--- src/snb_pkg.sv ---
// Shared constants, types and character helpers for the 8.3 short name builder.
package snb_pkg;

  localparam int unsigned NameLen  = 8;
  localparam int unsigned ExtLen   = 3;
  localparam int unsigned CharW    = 8;
  localparam int unsigned NameW    = NameLen * CharW;
  localparam int unsigned ExtW     = ExtLen * CharW;
  localparam int unsigned OutDataW = ((NameW + ExtW + 7) / 8) * 8;

  localparam logic [CharW-1:0] SpaceChar = 8'h20;
  localparam logic [CharW-1:0] DotChar   = 8'h2E;

  localparam logic [NameW-1:0] NameSpaces = {NameLen{SpaceChar}};
  localparam logic [ExtW-1:0]  ExtSpaces  = {ExtLen{SpaceChar}};
  localparam logic [NameW-1:0] OneDotName = {DotChar, {(NameLen - 1){SpaceChar}}};
  localparam logic [NameW-1:0] TwoDotName = {DotChar, DotChar, {(NameLen - 2){SpaceChar}}};

  typedef logic [CharW-1:0] char_t;
  typedef logic [3:0]       wpos_t;
  typedef logic [1:0]       seen_t;

  function automatic logic is_alnum(input char_t c);
    is_alnum = (c >= 8'h30 && c <= 8'h39) || (c >= 8'h41 && c <= 8'h5A) ||
               (c >= 8'h61 && c <= 8'h7A);
  endfunction

  function automatic char_t to_upper(input char_t c);
    if (c >= 8'h61 && c <= 8'h7A) begin
      to_upper = c - 8'h20;
    end else begin
      to_upper = c;
    end
  endfunction

endpackage

--- src/short_name_builder.sv ---
// Top level of the 8.3 short name builder: beat register, name state, result register.
// A terminating beat passes the input beat register, then the result register, before its result shows.
// Throughput: one character beat per clock; the input register only stalls when a
//   finished result still sits unread in the output register and another end beat waits.
// Reset: rst_ni clears the valid bits of both beat registers and returns the name state to
//   all spaces, name part, position zero, no characters seen.
module short_name_builder
  import snb_pkg::*;
(
  input  logic                clk_i,
  input  logic                rst_ni,
  input  logic                s_axis_tvalid_i,
  output logic                s_axis_tready_o,
  input  logic [CharW-1:0]    s_axis_tdata_i,   // [7:0] ch
  input  logic                s_axis_tlast_i,   // end_of_name
  output logic                m_axis_tvalid_o,
  input  logic                m_axis_tready_i,
  output logic [OutDataW-1:0] m_axis_tdata_o    // [63:0] name_part, [87:64] ext_part
);

  // Input beat register
  logic  in_valid_q;
  char_t in_ch_q;
  logic  in_end_q;

  // Name state
  logic             in_ext_q, in_ext_d;
  wpos_t            wpos_q, wpos_d;
  logic [NameW-1:0] name_q, name_d;
  logic [ExtW-1:0]  ext_q, ext_d;
  seen_t            seen_q, seen_d;
  logic             only_dots_q, only_dots_d;

  // Result register
  logic             out_valid_q;
  logic [NameW-1:0] out_name_q, out_name_d;
  logic [ExtW-1:0]  out_ext_q, out_ext_d;

  logic  advance;
  logic  keep;
  char_t up_ch;

  // The held beat moves on unless it is an end beat and the result slot is full and not being read.
  assign advance = in_valid_q && (!in_end_q || !out_valid_q || m_axis_tready_i);
  assign s_axis_tready_o = !in_valid_q || advance;

  assign keep  = is_alnum(in_ch_q);
  assign up_ch = to_upper(in_ch_q);

  always_comb begin
    in_ext_d    = in_ext_q;
    wpos_d      = wpos_q;
    name_d      = name_q;
    ext_d       = ext_q;
    seen_d      = seen_q;
    only_dots_d = only_dots_q;
    out_name_d  = out_name_q;
    out_ext_d   = out_ext_q;

    if (in_end_q) begin
      // Emit and fall back to the reset state; lone "." and ".." are special names.
      out_name_d = name_q;
      out_ext_d  = ext_q;
      if (only_dots_q && seen_q == 2'd1) begin
        out_name_d = OneDotName;
        out_ext_d  = ExtSpaces;
      end else if (only_dots_q && seen_q == 2'd2) begin
        out_name_d = TwoDotName;
        out_ext_d  = ExtSpaces;
      end
      in_ext_d    = 1'b0;
      wpos_d      = '0;
      name_d      = NameSpaces;
      ext_d       = ExtSpaces;
      seen_d      = '0;
      only_dots_d = 1'b1;
    end else begin
      if (seen_q != 2'd3) begin
        seen_d = seen_q + 2'd1;
      end
      if (in_ch_q != DotChar) begin
        only_dots_d = 1'b0;
      end

      if (!in_ext_q) begin
        if (in_ch_q == DotChar) begin
          in_ext_d = 1'b1;
          wpos_d   = '0;
        end else if (wpos_q < wpos_t'(NameLen) && keep) begin
          // first character lands in the top byte
          for (int unsigned i = 0; i < NameLen; i++) begin
            if (wpos_q == wpos_t'(i)) begin
              name_d[(NameLen - 1 - i) * CharW +: CharW] = up_ch;
            end
          end
          wpos_d = wpos_q + 4'd1;
        end
      end else if (wpos_q < wpos_t'(ExtLen) && keep) begin
        for (int unsigned i = 0; i < ExtLen; i++) begin
          if (wpos_q == wpos_t'(i)) begin
            ext_d[(ExtLen - 1 - i) * CharW +: CharW] = up_ch;
          end
        end
        wpos_d = wpos_q + 4'd1;
      end
    end
  end

  always_ff @(posedge clk_i or negedge rst_ni) begin
    if (!rst_ni) begin
      in_valid_q  <= 1'b0;
      out_valid_q <= 1'b0;
      in_ext_q    <= 1'b0;
      wpos_q      <= '0;
      name_q      <= NameSpaces;
      ext_q       <= ExtSpaces;
      seen_q      <= '0;
      only_dots_q <= 1'b1;
    end else begin
      if (s_axis_tready_o) begin
        in_valid_q <= s_axis_tvalid_i;
      end
      if (advance) begin
        in_ext_q    <= in_ext_d;
        wpos_q      <= wpos_d;
        name_q      <= name_d;
        ext_q       <= ext_d;
        seen_q      <= seen_d;
        only_dots_q <= only_dots_d;
      end
      if (advance && in_end_q) begin
        out_valid_q <= 1'b1;
      end else if (m_axis_tready_i) begin
        out_valid_q <= 1'b0;
      end
    end
  end

  // Payload registers
  always_ff @(posedge clk_i) begin
    if (s_axis_tready_o && s_axis_tvalid_i) begin
      in_ch_q  <= s_axis_tdata_i;
      in_end_q <= s_axis_tlast_i;
    end
    if (advance && in_end_q) begin
      out_name_q <= out_name_d;
      out_ext_q  <= out_ext_d;
    end
  end

  assign m_axis_tvalid_o = out_valid_q;
  assign m_axis_tdata_o  = OutDataW'({out_ext_q, out_name_q});

endmodule

--- config.mk ---
export PLATFORM = sky130hd
export DESIGN_NAME = short_name_builder
export DESIGN_NICKNAME = d
export VERILOG_FILES = /design/src/snb_pkg.sv /design/src/short_name_builder.sv
export SDC_FILE = /design/constraint.sdc
export NUM_CORES = 1
export LEC_CHECK = 0
export BUFFER_PORTS_ARGS = -buffer_cell sky130_fd_sc_hd__buf_2
export CORE_ASPECT_RATIO = 0.75
export CORE_MARGIN = 2
export CORE_UTILIZATION = 55
export CTS_CLUSTER_SIZE = 40
export DETAILED_ROUTE_END_ITERATION = 7
export GPL_TIMING_DRIVEN = 0
export HOLD_SLACK_MARGIN = 0.12
export PLACE_DENSITY = 0.76
export SLEW_MARGIN = 20
export SYNTH_ARGS = -nofsm -noshare
export SYNTH_HDL_FRONTEND = slang
export SYNTH_SLANG_ARGS = --single-unit
export TNS_END_PERCENT = 100
--- constraint.sdc ---
create_clock -name clk_i -period 11.3 [get_ports clk_i]
set_input_delay 1.695 -clock clk_i [delete_from_list [all_inputs] [get_ports clk_i]]
set_output_delay 1.695 -clock clk_i [all_outputs]
set_load 0.1 [all_outputs]
==> out/results.ini <==
[run_status]
run_status = complete, no violations

[clock_network]
clkLatencyLatePin_ns = 0.44
clock_tree.htree_level_count = 4
cts.repair.resized = 0
cts_tree = built
worst_setup_hold_path_clk_slew_ns = 0.07
clock_tree.buffer_depth = 2
cts_hold_buffers = 0
clockRootBuffer = clkbuf_16
clock_sinks = 195
postCtsSetupBuffers = 0
numCtsBuffers = 17

[finish]
antenna-diode-count = 0
finalInstanceArea_mm2 = 0.01018
area_overhead_vs_synth_pct = 16.34
num-nets-final = 891
drive_gt1_frac = 0.2157
post_layout_nonfiller_instances = 1086

[synthesis]
syn_nets = 767
synth.lib_cells_used.distinct = 59
synth_top_cell_area_share = 0.3328
synth_flop_cell = edfxtp_1
synth.yosys.seq_area_share = 0.6146
syn_area_per_cell_um2 = 11.77
synth.cell_area_mm2 = 0.008753
syn-instance-count = 744
synthTopCellsByArea = edfxtp_1, dfrtp_1, and2_1
yosys_warnings = 0
synth.most_common_cell = nand2_1
synth_async_reset_ratio = 0.5026
synth_largest_area_cell = edfxtp_1
synth_edf_count = 97
ys_ff_latch = 195
synthTopCellsByCount = nand2_1, edfxtp_1, nand3_1

[route]
routed_wire_length_per_instance_um = 20.40
route.vias.total = 6650
detailedRoute.firstPassIterationCount = 6
final_antenna_net_count = 0
routed_via_density = 6.123
route.detailed.drc = 0
drt-initial-drc-count = 691
routed_wl_mm = 22.15

[floorplan]
die_w_um = 149.7
chipHeight_um = 113.3
rows = 39
core_region_area_mm2 = 0.01542
floorplan.initialDensity = 0.5677
die_area_mm2 = 0.01695
design.portCount = 103

[global_routing]
grtUsageTotal = 0.2718
grt_start_max_net_pins = 73
number_of_antenna_violations_at_the_first_check_in_global_routing = 0
grt_remaining_overflow = 0
grt_first_pass_wirelength_mm = 34.64
grt_pass1_vias = 6366

[timing]
worst-slew-pin-transition_ns = 0.9460
setup_repair_after_global_routing_missed_its_margin = false
final_max_slew_viol_count = 0
fin_crit_ns = 4.086
setup_viol = 0
skew_ns = 0.01961
final_hold_violations = 0
fmaxAchievable_mhz = 244.7
timing.setup.tns_ns = 0
relSlewSlack = 0.3666
timing.final.crit_share = 0.3616

[critical_path]
worstSetupStartpointType = input port
endpoint_kind = output port
crit_path_max_fanout = 3
worstPathBufferInverterCount = 2
critPathTopFamily = buffers and inverters
slowest_stage_cell_crit_path = buf_2
cp_slowest_stage_delay_ns = 0.45
worst_ep_arrival_time_ns = 2.39
cp_cell_sequence = buf_2, nand4b_1, buf_2
worst-endpoint-required_ns = 9.61
setup.worst_path.class = in -> out
cp_dominant_cell_by_count = buf_2

[power_and_ir_drop]
peakVddDrop_uv = 134.8
clkPwrFrac = 0.223
leakagePower_nw = 4.034
switching_power_w = 0.001075
power_frac_comb = 0.346
sequentialPowerShare = 0.431
power.internal_w = 0.001582
netSwitchingFraction = 0.4046
power.density_mw_per_mm2 = 260.9

[placement]
postPlaceCellArea_mm2 = 0.009602
io_buffers = 102
globalplace.congestion = 0.9345
place.detailed.hpwl_mm = 15.39
numPlacedInstances = 1054

[worst_hold_path]
hold_class = reg -> reg

[job]
max_cap_violations = 0

[per-stage QoR]
stage                     hold slack [ns]  utilization  worst slack [ns]  power [W]
after floorplan                    0.4608            -             4.870   0.001855
after global placement             0.4866       0.6174             3.411   0.002017
after detailed placement           0.4844       0.6227             7.219   0.002062
after CTS                          0.4985       0.6604             7.217   0.002656
after global routing               0.5327       0.6604             7.186   0.002772
final                              0.5124       0.6604             7.214   0.002657
[worst reg2reg max path, delay by kind of cell, from the launching register on]
family,cells,cell delay [ns]
DFF,1,0.41
AOI/OAI and AO/OA,1,0.47
adders and majority gates,1,0.24
buffers and inverters,3,1.20
and+or+nand+nor,1,0.25
[power by group through the flow]
stage	sequential, W	combinational [W]	clock (W)
after floorplan	0.00146	0.000392	0
after global placement	0.00114	0.000875	0
after global routing	0.00117	0.000980	0.000626
final	0.00115	0.000918	0.000593
after CTS	0.00114	0.000916	0.000599
after detailed placement	0.00115	0.000909	0
[logic make-up (layout without fill, tap and decap cells)]
family	count (synthesis)	in the layout	share of synthesized area
and+or+nand+nor	342	342	0.2003
DFF	195	195	0.6146
AOI/OAI and AO/OA	134	134	0.1332
buffers and inverters	61	198	0.03531
adders and majority gates	10	10	0.01429
muxes	2	2	0.002287
[sequential cells by signal, indices dropped and copies added (netlist names)]
name and cells:
in_ext_q 1, in_end_q 1, out_name_q 64, seen_q 2, m_axis_tvalid_o 1, out_ext_q 24, in_valid_q 1, ext_q 24
name_q 64, only_dots_q 1, in_ch_q 8, wpos_q 4
[layout make-up]
class	instances	area, um^2
tap	205	256.5
buffer	48	260.3
sequential	195	5380
clock buffer	21	460.4
timing repair buffer	105	584.3
fill	1167	5236
clock inverter	11	121.4
multi-input combinational	488	3072
inverter	13	48.80
[worst paths after layout]
kind	start	to	slack, ns	cells past startpoint
max	m_axis_tready_i	s_axis_tready_o	7.21	3
min	name_q[37]	name_q[37]	0.51	2
max reg2reg	seen_q[0]	out_name_q[46]	8.59	6
min reg2reg	name_q[37]	name_q[37]	0.51	2
max in group asynchronous	rst_ni	name_q[13]	9.48	2
min in group asynchronous	rst_ni	ext_q[2]	1.12	1
[per-layer routing]
layer / track usage / wire length, um / up-vias
li1: - / - / 2966
met1: 0.4027 / 9696 / 3325
met2: 0.4055 / 10290 / 325
met3: 0.05685 / 1747 / 34
met4: 0.08931 / 417 / 0
met5: 0 / 0 / -
[cells in the final DEF (no fill, tap or decap), types with 10 or more instances in the layout]
cell,n
buf_2,111
nand2_1,99
edfxtp_1,97
nand3_1,92
dfrtp_1,86
and2_1,74
o211ai_1,50
clkbuf_1,31
nor2_1,23
a21oi_1,17
clkbuf_16,17
nand2b_1,14
inv_1,12
dfstp_2,12
buf_6,10
o311ai_0,10
ha_1,10
Power figures use the tool's default switching activity.
